==> src/rtl/core/ritoa_pkg.sv <==
// Package for the radix integer to ASCII converter.
// Holds default sizes, the prefix and radix limits and the digit glyph function.
// No dependencies.
`timescale 1ns / 1ps
`default_nettype none

package ritoa_pkg;

    localparam int DEFAULT_VALUE_BITS = 32;
    localparam int DEFAULT_MAX_DIGITS = 32;

    // Dividend bits consumed by the divider in one cycle.
    localparam int STEP_BITS = 8;

    localparam logic [7:0] PREFIX_NONE = 8'h20;
    localparam logic [4:0] RADIX_MIN   = 5'd2;
    localparam logic [4:0] RADIX_MAX   = 5'd16;

    localparam logic [7:0] GLYPH_ZERO   = 8'h30;
    localparam logic [7:0] GLYPH_LETTER = 8'h37;

    function automatic logic [7:0] digit_glyph(input logic [3:0] d);
        logic [7:0] base_char;
        base_char = (d < 4'd10) ? GLYPH_ZERO : GLYPH_LETTER;
        return base_char + {4'd0, d};
    endfunction

endpackage

`default_nettype wire

==> src/rtl/core/radix_integer_to_ascii.sv <==
// Top level of the radix integer to ASCII converter.
// Depends on ritoa_pkg and ritoa_ram.
//
//   Channel | Direction | Fields
//   s_      | in        | tdata: value[31:0], radix[36:32], sign_char[44:37]
//   m_      | out       | tdata: char_out[7:0]; tlast: last
//
// An item is taken only while the block is idle. Each digit is one long
// division of the value by the radix in the shared divider, which handles 8
// dividend bits per cycle. Output then sends the prefix unless it is
// PREFIX_NONE, and each digit character through a read state and a load
// state, the character coming from the digit RAM. A stalled output holds the
// current item and the sequencer waits. Reset is synchronous and active low;
// no clearing pass is needed.
`timescale 1ns / 1ps
`default_nettype none

module radix_integer_to_ascii
    import ritoa_pkg::*;
#(
    parameter int VALUE_BITS = DEFAULT_VALUE_BITS,
    parameter int MAX_DIGITS = DEFAULT_MAX_DIGITS
) (
    input  wire         aclk,
    input  wire         aresetn,
    input  wire         s_tvalid,
    output logic        s_tready,
    input  wire  [47:0] s_tdata,  // value[31:0], radix[36:32], sign_char[44:37], zero fill
    output logic        m_tvalid,
    input  wire         m_tready,
    output logic [7:0]  m_tdata,  // char_out[7:0]
    output logic        m_tlast
);

    localparam int NCH      = (VALUE_BITS + STEP_BITS - 1) / STEP_BITS;
    localparam int PAD_BITS = NCH * STEP_BITS;
    localparam int CW       = (NCH > 1) ? $clog2(NCH) : 1;
    localparam int AW       = (MAX_DIGITS > 1) ? $clog2(MAX_DIGITS) : 1;
    localparam int NW       = $clog2(MAX_DIGITS + 1);

    localparam logic [2:0] ST_IDLE   = 3'd0;
    localparam logic [2:0] ST_DIV    = 3'd1;
    localparam logic [2:0] ST_PREFIX = 3'd2;
    localparam logic [2:0] ST_RD     = 3'd3;
    localparam logic [2:0] ST_LOAD   = 3'd4;

    logic [2:0]          state_reg, state_next;
    logic [PAD_BITS-1:0] div_reg, div_next;
    logic [3:0]          rem_reg, rem_next;
    logic [4:0]          base_reg, base_next;
    logic [7:0]          prefix_reg, prefix_next;
    logic [CW-1:0]       chunk_reg, chunk_next;
    logic [NW-1:0]       cnt_reg, cnt_next;
    logic [AW-1:0]       ptr_reg, ptr_next;
    logic                out_valid_reg, out_valid_next;
    logic [7:0]          out_data_reg, out_data_next;
    logic                out_last_reg, out_last_next;

    logic [VALUE_BITS+31:0] value_wide;
    logic [PAD_BITS-1:0]    value_load;
    logic [4:0]             radix_in;
    logic [4:0]             radix_clamped;
    logic [STEP_BITS-1:0]   quot_chunk;
    logic [3:0]             rem_step;
    logic [PAD_BITS-1:0]    quot_next;
    logic                   out_free;
    logic                   digit_we;
    logic [3:0]             digit_rd;
    logic                   s_accept;

    assign s_accept      = s_tvalid && s_tready;
    assign s_tready      = (state_reg == ST_IDLE);
    assign value_wide    = {VALUE_BITS'(0), s_tdata[31:0]};
    assign value_load    = PAD_BITS'(value_wide[VALUE_BITS-1:0]);
    assign radix_in      = s_tdata[36:32];
    assign radix_clamped = (radix_in < RADIX_MIN) ? RADIX_MIN :
                           (radix_in > RADIX_MAX) ? RADIX_MAX : radix_in;
    assign out_free      = !out_valid_reg || m_tready;
    assign digit_we      = (state_reg == ST_DIV) && (chunk_reg == CW'(NCH - 1));

    // Long division by a base of at most 16: the partial remainder stays
    // below the base, so each bit step is a 5-bit compare and subtract.
    always_comb begin
        logic [4:0] trial;
        logic [3:0] r;
        r = rem_reg;
        quot_chunk = '0;
        for (int i = 0; i < STEP_BITS; i++) begin
            trial = {r, div_reg[PAD_BITS-1-i]};
            if (trial >= base_reg) begin
                trial = trial - base_reg;
                quot_chunk[STEP_BITS-1-i] = 1'b1;
            end
            r = trial[3:0];
        end
        rem_step  = r;
        quot_next = (div_reg << STEP_BITS) | PAD_BITS'(quot_chunk);
    end

    always_comb begin
        state_next     = state_reg;
        div_next       = div_reg;
        rem_next       = rem_reg;
        base_next      = base_reg;
        prefix_next    = prefix_reg;
        chunk_next     = chunk_reg;
        cnt_next       = cnt_reg;
        ptr_next       = ptr_reg;
        out_valid_next = out_valid_reg && !m_tready;
        out_data_next  = out_data_reg;
        out_last_next  = out_last_reg;

        case (state_reg)
            ST_IDLE: begin
                if (s_accept) begin
                    div_next    = value_load;
                    rem_next    = '0;
                    base_next   = radix_clamped;
                    prefix_next = s_tdata[44:37];
                    chunk_next  = '0;
                    cnt_next    = '0;
                    state_next  = ST_DIV;
                end
            end
            ST_DIV: begin
                div_next = quot_next;
                if (chunk_reg == CW'(NCH - 1)) begin
                    chunk_next = '0;
                    rem_next   = '0;
                    cnt_next   = cnt_reg + NW'(1);
                    ptr_next   = cnt_reg[AW-1:0];
                    if (quot_next == '0 || cnt_reg == NW'(MAX_DIGITS - 1)) begin
                        state_next = (prefix_reg != PREFIX_NONE) ? ST_PREFIX : ST_RD;
                    end
                end else begin
                    chunk_next = chunk_reg + CW'(1);
                    rem_next   = rem_step;
                end
            end
            ST_PREFIX: begin
                if (out_free) begin
                    out_valid_next = 1'b1;
                    out_data_next  = prefix_reg;
                    out_last_next  = 1'b0;
                    state_next     = ST_RD;
                end
            end
            ST_RD: begin
                state_next = ST_LOAD;
            end
            ST_LOAD: begin
                if (out_free) begin
                    out_valid_next = 1'b1;
                    out_data_next  = digit_glyph(digit_rd);
                    out_last_next  = (ptr_reg == '0);
                    if (ptr_reg == '0) begin
                        state_next = ST_IDLE;
                    end else begin
                        ptr_next   = ptr_reg - AW'(1);
                        state_next = ST_RD;
                    end
                end
            end
            default: begin
                state_next = ST_IDLE;
            end
        endcase
    end

    always_ff @(posedge aclk) begin
        if (!aresetn) begin
            state_reg     <= ST_IDLE;
            cnt_reg       <= '0;
            chunk_reg     <= '0;
            out_valid_reg <= 1'b0;
        end else begin
            state_reg     <= state_next;
            cnt_reg       <= cnt_next;
            chunk_reg     <= chunk_next;
            out_valid_reg <= out_valid_next;
        end
        div_reg      <= div_next;
        rem_reg      <= rem_next;
        base_reg     <= base_next;
        prefix_reg   <= prefix_next;
        ptr_reg      <= ptr_next;
        out_data_reg <= out_data_next;
        out_last_reg <= out_last_next;
    end

    ritoa_ram #(
        .WIDTH (4),
        .DEPTH (MAX_DIGITS)
    ) u_digit_ram (
        .aclk  (aclk),
        .we    (digit_we),
        .waddr (cnt_reg[AW-1:0]),
        .wdata (rem_step),
        .raddr (ptr_reg),
        .rdata (digit_rd)
    );

    assign m_tvalid = out_valid_reg;
    assign m_tdata  = out_data_reg;
    assign m_tlast  = out_last_reg;

    // The running remainder must stay below the base while dividing.
    assert property (@(posedge aclk) disable iff (!aresetn)
        (state_reg == ST_DIV) |-> (rem_reg < base_reg))
        else $error("remainder not below base");

    // The digit count never passes the store depth.
    assert property (@(posedge aclk) disable iff (!aresetn)
        cnt_reg <= NW'(MAX_DIGITS))
        else $error("digit count beyond store depth");

    // Loading the final character of a number returns the sequencer to idle.
    assert property (@(posedge aclk) disable iff (!aresetn)
        (state_reg == ST_LOAD && out_free && ptr_reg == '0) |=>
            (state_reg == ST_IDLE && m_tvalid && m_tlast))
        else $error("final character did not end the item");

    // A taken input item starts a fresh division.
    assert property (@(posedge aclk) disable iff (!aresetn)
        s_accept |=> (state_reg == ST_DIV && cnt_reg == '0 && chunk_reg == '0))
        else $error("division did not start after input");

endmodule

`default_nettype wire

==> src/rtl/core/ritoa_ram.sv <==
// Generic single-write, single-read RAM with a registered read port.
// No dependencies.
`timescale 1ns / 1ps
`default_nettype none

module ritoa_ram #(
    parameter int WIDTH = 4,
    parameter int DEPTH = 32
) (
    input  wire                                       aclk,
    input  wire                                       we,
    input  wire  [((DEPTH > 1) ? $clog2(DEPTH) : 1)-1:0] waddr,
    input  wire  [WIDTH-1:0]                          wdata,
    input  wire  [((DEPTH > 1) ? $clog2(DEPTH) : 1)-1:0] raddr,
    output logic [WIDTH-1:0]                          rdata
);

    logic [WIDTH-1:0] mem [DEPTH];

    always_ff @(posedge aclk) begin
        if (we) begin
            mem[waddr] <= wdata;
        end
        rdata <= mem[raddr];
    end

endmodule

`default_nettype wire
==> config.mk <==
export PLATFORM = sky130hd
export DESIGN_NAME = radix_integer_to_ascii
export DESIGN_NICKNAME = d
export VERILOG_FILES = /design/src/rtl/core/ritoa_pkg.sv /design/src/rtl/core/radix_integer_to_ascii.sv /design/src/rtl/core/ritoa_ram.sv
export SDC_FILE = /design/constraint.sdc
export NUM_CORES = 1
export LEC_CHECK = 0
export BUFFER_PORTS_ARGS = -buffer_cell sky130_fd_sc_hd__buf_2
export CAP_MARGIN = 30
export CORE_ASPECT_RATIO = 1.4
export CORE_MARGIN = 3
export CORE_UTILIZATION = 60
export DETAILED_ROUTE_END_ITERATION = 10
export PLACE_DENSITY = 0.87
export SYNTH_ARGS = -nofsm -noshare
export SYNTH_HDL_FRONTEND = slang
export SYNTH_HIERARCHICAL = 1
export SYNTH_SLANG_ARGS = --single-unit
==> constraint.sdc <==
create_clock -name aclk -period 19.6 [get_ports aclk]
set_input_delay 3.92 -clock aclk [delete_from_list [all_inputs] [get_ports aclk]]
set_output_delay 3.92 -clock aclk [all_outputs]
set_load 0.005 [all_outputs]
==> results.py, run 1 <==
metrics = {
    "logic_synthesis": {
        "synthFlopType": "edfxtp_1",
        "yosysTopAreaCell": "edfxtp_1",
        "async_flop_share": 0,
        "syn_inst": 788,
        "synthTopCellsByArea": "edfxtp_1 (55%), mux4_2 (8.7%), ha_1 (5.7%)",
        "synth_seq_area_share": 0.5833,
        "yosysWarningCount": 6,
        "yosysTopAreaCellShare": 0.5524,
        "synth_nets": 895,
        "synth-edff-count": 191,
        "syn_area_um2": 10380,
        "avgSynthCellArea_um2": 13.18,
        "yosysUniqueCellTypes": 60,
        "ys_seq_elements": 207,
    },
    "critical_path": {
        "rrSetupSlack_ps": 5950,
        "cp_data_arrival_time_ps": 13870,
        "crit_path_end_kind": "flop",
        "cpPeakStageDelay_ps": 790,
        "path_class": "reg2reg",
        "worstPathMaxFanout": 33,
        "crit_required_ps": 19830,
        "start_kind": "flop",
        "crit_slowest_cell": "o31ai_2",
        "crit_top_cell": "ha_1",
    },
    "layout": {
        "final.fill_count": 1122,
        "final_cell_area_um2": 11520,
        "area_delta_synth_final_pct": 10.95,
        "largest_reg_flops": 128,
        "final_layout_size_suffix_gt1_frac": 0.1932,
        "fin_cells": 1091,
        "diodes": 0,
        "nets": 954,
    },
    "global_route": {
        "grt_max_degree": 42,
        "grt_pass1_wl_um": 34890,
        "antenna_found_initial": 0,
        "grt_overflow": 0,
        "grt_pass1_vias": 6811,
        "grt_util_all_layers": 0.2413,
    },
    "placed_design": {
        "dpl_cell_area_um2": 10930,
        "dp.cells": 1059,
        "dp_hpwl_um": 15990,
        "io_buffers": 59,
        "gp_congestion": 0.8861,
    },
    "floorplan": {
        "io_pins": 63,
        "die_w_um": 117.2,
        "core_um2": 16890,
        "start_util": 0.6148,
        "die_area_um2": 18940,
        "rows": 56,
        "dieHeight_um": 161.6,
    },
    "clock_network": {
        "cts_hold_buf": 0,
        "cts_root_buf": "clkbuf_16",
        "numCtsBuffers": 18,
        "cts_tree": "built",
        "post_cts_resized": 0,
        "clock_latency_ps": 480,
        "clockBufferDepth": 3,
        "cts_max_level": 1,
        "clk_pin_slew_worst_paths_ps": 70,
        "postCtsSetupBuffers": 0,
        "clock_sinks": 207,
    },
    "timing": {
        "final_max_slew_viol_count": 0,
        "final-hold-violation-count": 0,
        "relSlewSlack": 0.3374,
        "final-setup-viol-count": 0,
        "finClkSkew_ps": 17.25,
        "finalSetupTns_ps": 0,
        "fmax_mhz": 73.28,
        "rsz0062_at_grt": "no",
        "hold_ws_ps": 477.0,
        "min_period_ps": 13650,
        "tightestPinTransition_ps": 988.0,
        "period_share": 0.6962,
    },
    "drt": {
        "drt-initial-drc-count": 496,
        "vias": 6548,
        "wl_per_cell_um": 20.36,
        "drtPass1Iterations": 7,
        "ant_nets": 0,
        "viasPerCell": 6.002,
        "routed_wl_um": 22210,
        "drc": 0,
    },
    "outcome": {
        "status": "finished, final reports clean",
    },
    "min_path": {
        "hold_path_class": "reg2reg",
    },
    "flow_run": {
        "drv_cap": 0,
    },
}
through the flow:
stage	util	setup WS (ps)
floorplan	-	8332
global placement	0.6453	5947
detailed placement	0.6471	6079
CTS	0.6822	6011
global route	0.6822	5051
finish	0.6822	5954
Yosys cell counts (all sizes together) (9+ instances only):
library cell / number
dfxtp: 16
o21ai: 21
clkbuf: 16
mux4: 40
xnor2: 14
mux2: 15
inv: 35
xor2: 10
buf: 12
edfxtp: 191
nand2: 122
nand2b: 11
nor2: 72
ha: 47
a21oi: 32
a21o: 15
nor2b: 9
worst paths after layout:
path,startpoint,cells past startpoint,endpoint
min,chunk_reg[1],2,chunk_reg[1]
max reg2reg,base_reg[1],42,rem_reg[1]
min reg2reg,chunk_reg[1],2,chunk_reg[1]
max,base_reg[1],42,rem_reg[1]
cells by family after synthesis:
kind of cell | Yosys count | share of synthesized area
adder cells (fa/ha/maj) | 55 | 0.07206
multiplexers | 61 | 0.1099
buffers and inverters | 63 | 0.02663
AND/OR/NAND/NOR | 272 | 0.1191
AO/OA/AOI/OAI | 106 | 0.06881
XOR/XNOR | 24 | 0.02025
flip-flops | 207 | 0.5833
critical path: cells and delay by family (launching register included):
family / cells / cell delay [ps]
mux: 4 / 1830
flops: 1 / 530
simple gates: 9 / 1540
buf+inv: 2 / 770
compound gates: 19 / 6080
fa+ha+maj: 8 / 2610
area by class of cell:
cell class	count	area [um2]	share of cell area
clock buffers	21	483.0	0.04192
clock inverters	11	110.1	0.009558
inverters	35	131.4	0.01140
multi-input cells	518	4079	0.3541
flip-flops and latches	207	6056	0.5257
well taps	232	290.3	0.02520
repair buffers	67	370.4	0.03215
cells in the final DEF, fill, tap and decap left out, types with 7 or more instances in the layout:
cell       instances
xnor2_1           14
buf_2             59
nand2_1          122
xor2_1            10
o21ai_0           18
nor2b_1            9
nor2_1            72
dfxtp_1           16
mux2_2            12
ha_1              47
nand3_1            8
a21o_1            15
a21oi_1           30
mux4_2            40
fa_1               8
edfxtp_1         191
inv_1             35
nor3_1             7
nand2b_1          11
clkbuf_16         19
nand4_1            7
metal layers:
metal | share of wire | vias up | track usage | wire length (um)
met5 | 0 | - | 0 | 0
met4 | 0.056 | 0 | 0.1184 | 1235
met3 | 0.046 | 83 | 0.02924 | 1026
met2 | 0.55 | 236 | 0.4439 | 12300
met1 | 0.34 | 3183 | 0.2678 | 7651
li1 | - | 3046 | - | -
Power of run 1 is left out: the tool's default activity adds up to more than one toggle a clock period on the data nets, which glitch-free logic cannot reach.
==> inputs of run 2 (changes only) <==
clock period = 13.7 ns   (was 19.6 ns; I/O delays follow)
==> run 2 against run 1 <==
  * Core utilization fell by 0.25 points
  * Clock skew rose by 0.60 ps
  * Global-route usage rose by 0.24 points
  * Wire length rose by 2.0%
  * Sequential cell count did not move
  * Critical path depth did not move
  * Critical endpoint is now rem_reg[3]
  * Non-clock buffer count rose by 3
  * Fmax rose by 8.1%
  * Final cell count rose by 0.37%
==> results.py, run 2 (synthesis gave the netlist of run 1 again) <==
metrics = {
    "floorplan": {
        "rows": 56,
        "dieHeight_um": 161.6,
        "core_um2": 16890,
        "die_area_um2": 18940,
        "start_util": 0.6148,
        "io_pins": 63,
        "die_w_um": 117.2,
    },
    "global_route": {
        "use_met1": 0.2756,
        "grt_util_all_layers": 0.2437,
        "antenna_found_initial": 0,
        "grt.busiest_layer": "met2",
        "use_met3": 0.03111,
        "grt_max_degree": 41,
        "grt_pass1_wl_um": 35380,
        "grt_overflow": 0,
        "grt_pass1_vias": 6827,
        "grt_util_met2": 0.4490,
    },
    "min_path": {
        "hold_path_class": "reg2reg",
    },
    "layout": {
        "layout_commonest_cell": "edfxtp_1",
        "final.fill_count": 1092,
        "largest_reg_flops": 128,
        "final_layout_size_suffix_gt1_frac": 0.1877,
        "area_delta_synth_final_pct": 10.55,
        "nets": 958,
        "final_cell_mix": "edfxtp_1 (191), nand2_1 (122), nor2_1 (72)",
        "diodes": 0,
    },
    "timing": {
        "tightestPinTransition_ps": 956.3,
        "finClkSkew_ps": 17.86,
        "finalSetupTns_ps": 0,
        "relSlewSlack": 0.3603,
        "final-setup-viol-count": 0,
        "min_period_ps": 12620,
        "final_max_slew_viol_count": 0,
        "layout_setup_ws_ps": 1078,
        "period_share": 0.9213,
        "final-hold-violation-count": 0,
        "fmax_mhz": 79.23,
        "rsz0062_at_grt": "no",
    },
    "critical_path": {
        "cpPeakStageDelay_ps": 780,
        "crit_slowest_cell": "o41ai_4",
        "worstPathMaxFanout": 17,
        "path_class": "reg2reg",
        "crit_path_end_kind": "flop",
        "cp_data_arrival_time_ps": 12950,
        "start_kind": "flop",
        "crit_top_cell": "ha_1",
        "crit_required_ps": 14030,
    },
    "clock_network": {
        "post_cts_resized": 0,
        "clock_latency_ps": 490,
        "postCtsSetupBuffers": 0,
        "clockBufferDepth": 3,
        "cts_root_buf": "clkbuf_16",
        "numCtsBuffers": 19,
        "cts_hold_buf": 0,
        "clock_sinks": 207,
        "cts_max_level": 1,
        "cts_tree": "built",
        "clk_pin_slew_worst_paths_ps": 70,
    },
    "flow_run": {
        "drv_cap": 0,
    },
    "drt": {
        "drt-initial-drc-count": 518,
        "ant_nets": 0,
        "routed_wl_um": 22650,
        "viasPerCell": 6.030,
        "vias": 6603,
        "drc": 0,
        "wl_per_cell_um": 20.69,
        "drtPass1Iterations": 5,
    },
    "outcome": {
        "status": "finished, final reports clean",
    },
    "placed_design": {
        "gp_congestion": 0.8801,
        "io_buffers": 59,
        "dp_hpwl_um": 15710,
        "place_ws_ps": 1126,
    },
}
==> run 2: changes by cell type in the layout (fill, tap and decap cells not counted), sizes merged <==
cell,delta
clkbuf,+5
buf,+3
clkinvlp,-3
bufinv,-2
inv,+1
==> run 2: cell type report <==
type                            instances  area [um2]  area share
Clock buffer                           26       511.7     0.04459
Clock inverter                          7       31.28    0.002725
Inverter                               35       131.4     0.01145
Multi-Input combinational cell        518        4079      0.3554
Sequential cell                       207        6056      0.5276
Tap cell                              232       290.3     0.02529
Timing Repair Buffer                   70       377.9     0.03292
==> run 2: routing by layer <==
layer	part of all wire	vias up
li1	-	3060
met1	0.36	3269
met2	0.56	200
met3	0.035	74
met4	0.045	0
met5	0	-
==> run 2: worst max-delay path: cells and delay by family (launching register included) <==
family	cells	cell delay (ps)
compound gates	19	5500
fa+ha+maj	8	2740
buf+inv	2	530
flops	1	600
mux	4	1520
simple gates	9	1580
==> run 2: worst paths after layout <==
kind,depth (start not counted),slack (ps),from,to
setup / recovery,42,1080,base_reg[0],rem_reg[3]
hold / removal,2,480,chunk_reg[1],chunk_reg[1]
setup reg to reg,42,1080,base_reg[0],rem_reg[3]
hold reg to reg,2,480,chunk_reg[1],chunk_reg[1]
==> run 2: through the flow <==
stage / instances / util / hold WS, ps / cell area, um2
finish: 1095 / 0.6797 / 480.0 / 11480
global route: 1095 / 0.6797 / 512.3 / 11480
CTS: 1095 / 0.6797 / 479.7 / 11480
detailed placement: 1062 / 0.6475 / 470.6 / 10930
global placement: 1062 / 0.6475 / 456.5 / 10930
floorplan: 788 / - / 451.6 / 10380
Power of run 2 is left out for the same reason.
==> inputs of run 3 (changes only) <==
--- a/config.mk
+++ b/config.mk
@@ -10,7 +10,8 @@
 export CORE_ASPECT_RATIO = 1.4
 export CORE_MARGIN = 3
-export CORE_UTILIZATION = 60
+export CORE_UTILIZATION = 61
 export DETAILED_ROUTE_END_ITERATION = 10
-export PLACE_DENSITY = 0.87
+export PLACE_DENSITY = 0.88
+export SKIP_CTS_REPAIR_TIMING = 1
 export SYNTH_ARGS = -nofsm -noshare
 export SYNTH_HDL_FRONTEND = slang
==> constraint.sdc (replaced) <==
create_clock -name aclk -period 13.7 [get_ports aclk]
set_input_delay 2.74 -clock aclk [delete_from_list [all_inputs] [get_ports aclk]]
set_output_delay 2.74 -clock aclk [all_outputs]
set_load 0.02 [all_outputs]
==> run 3 against run 2 <==
  * Hold slack better by 6.4 ps
  * Critical path type unchanged
  * Critical endpoint unchanged
  * Sequential cell count did not move
  * Worst setup slack better by 25 ps
  * Via count is 0.97% higher
  * Critical path depth is 2 higher
  * Wire length is 2.5% lower
  * Final cell count is 2.6% lower
  * Highest routed layer unchanged
==> results.py, run 3 (synthesis gave the netlist of run 1 again) <==
metrics = {
    "outcome": {
        "status": "finished, final reports clean",
    },
    "flow_run": {
        "drv_cap": 0,
    },
    "critical_path": {
        "cp_data_arrival_time_ps": 12950,
        "start_kind": "flop",
        "crit_required_ps": 14060,
        "crit_path_end_kind": "flop",
        "worstPathMaxFanout": 17,
        "crit_top_cell": "ha_1",
        "path_class": "reg2reg",
        "cpPeakStageDelay_ps": 760,
        "ff2ff_path_depth": 44,
        "crit_slowest_cell": "o41ai_4",
    },
    "layout": {
        "seq_area_um2": 6056,
        "area_delta_synth_final_pct": 10.94,
        "multiInputGateArea_um2": 4079,
        "final.fill_count": 1037,
        "layout_commonest_cell": "edfxtp_1",
        "nets": 960,
        "largest_reg_flops": 128,
        "final_layout_size_suffix_gt1_frac": 0.1995,
        "final_cell_mix": "edfxtp_1 (191), nand2_1 (122), nor2_1 (72)",
    },
    "drt": {
        "drc": 0,
        "viasPerCell": 6.248,
        "vias": 6667,
        "drt-initial-drc-count": 495,
        "routed_wl_um": 22080,
        "ant_nets": 0,
        "wl_per_cell_um": 20.69,
        "drtPass1Iterations": 5,
    },
    "timing": {
        "fmax_mhz": 79.39,
        "min_period_ps": 12600,
        "final_max_slew_viol_count": 0,
        "hold_ws_ps": 486.3,
        "final-setup-viol-count": 0,
        "finClkSkew_ps": 11.58,
        "finalSetupTns_ps": 0,
        "period_share": 0.9195,
        "tightestPinTransition_ps": 938.0,
        "rsz0062_at_grt": "no",
        "relSlewSlack": 0.3725,
        "final-hold-violation-count": 0,
    },
    "floorplan": {
        "core_um2": 16450,
        "start_util": 0.6313,
        "die_w_um": 116.3,
        "die_area_um2": 18640,
        "dieHeight_um": 160.4,
        "io_pins": 63,
        "rows": 55,
    },
    "clock_network": {
        "numCtsBuffers": 21,
        "cts_max_level": 1,
        "cts_root_buf": "clkbuf_16",
        "clock_latency_ps": 500,
        "cts_tree": "built",
        "clk_pin_slew_worst_paths_ps": 60,
        "clockBufferDepth": 3,
        "clock_sinks": 207,
    },
    "global_route": {
        "antenna_found_initial": 0,
        "grt_max_degree": 42,
        "grt_overflow": 0,
        "grt_pass1_vias": 6772,
        "grt_util_all_layers": 0.2422,
        "grt_pass1_wl_um": 35180,
    },
    "min_path": {
        "hold_depth": 2,
        "hold_path_class": "reg2reg",
    },
    "placed_design": {
        "gp_congestion": 0.8870,
        "io_buffers": 59,
        "dp_hpwl_um": 15540,
    },
}
[run 3: path summary, 6_finish.rpt]
check,start,end,slack (ps)
max,base_reg[0],rem_reg[3],1100
min,chunk_reg[1],chunk_reg[1],490
min reg2reg,chunk_reg[1],chunk_reg[1],490
max reg2reg,base_reg[0],rem_reg[3],1100
[run 3: worst max-delay path: cells and delay by family, from the launching register on]
family	cells	cell delay, ps
AND/OR/NAND/NOR	9	1740
buffers and inverters	2	520
AO/OA/AOI/OAI	22	5860
adder cells (fa/ha/maj)	8	2670
flip-flops	1	600
multiplexers	3	1050
[run 3: metal layers]
metal / vias up / part of all wire / track usage
li1: 3067 / - / -
met4: 0 / 0.050 / 0.1103
met3: 76 / 0.051 / 0.03279
met1: 3263 / 0.36 / 0.2887
met5: - / 0 / 0
met2: 261 / 0.54 / 0.4292
[run 3: cell type report]
type | count | area share
clock inverters | 14 | 0.007821
clock buffers | 23 | 0.04627
flip-flops and latches | 207 | 0.5257
repair buffers | 70 | 0.03280
diodes | 1 | 0.0002173
well taps | 199 | 0.02162
inverters | 35 | 0.01141
multi-input cells | 518 | 0.3541
[run 3: per-stage QoR]
step	worst slack, ps	instances	utilization	cell area, um2
6_report	1103	1067	0.7003	11520
3_5_place_dp	1165	1029	0.6623	10890
2_1_floorplan	2432	788	-	10380
4_1_cts	1084	1066	0.7002	11520
3_3_place_gp	1401	1029	0.6623	10890
5_1_grt	62.03	1066	0.7002	11520
Power of run 3 is left out for the same reason.
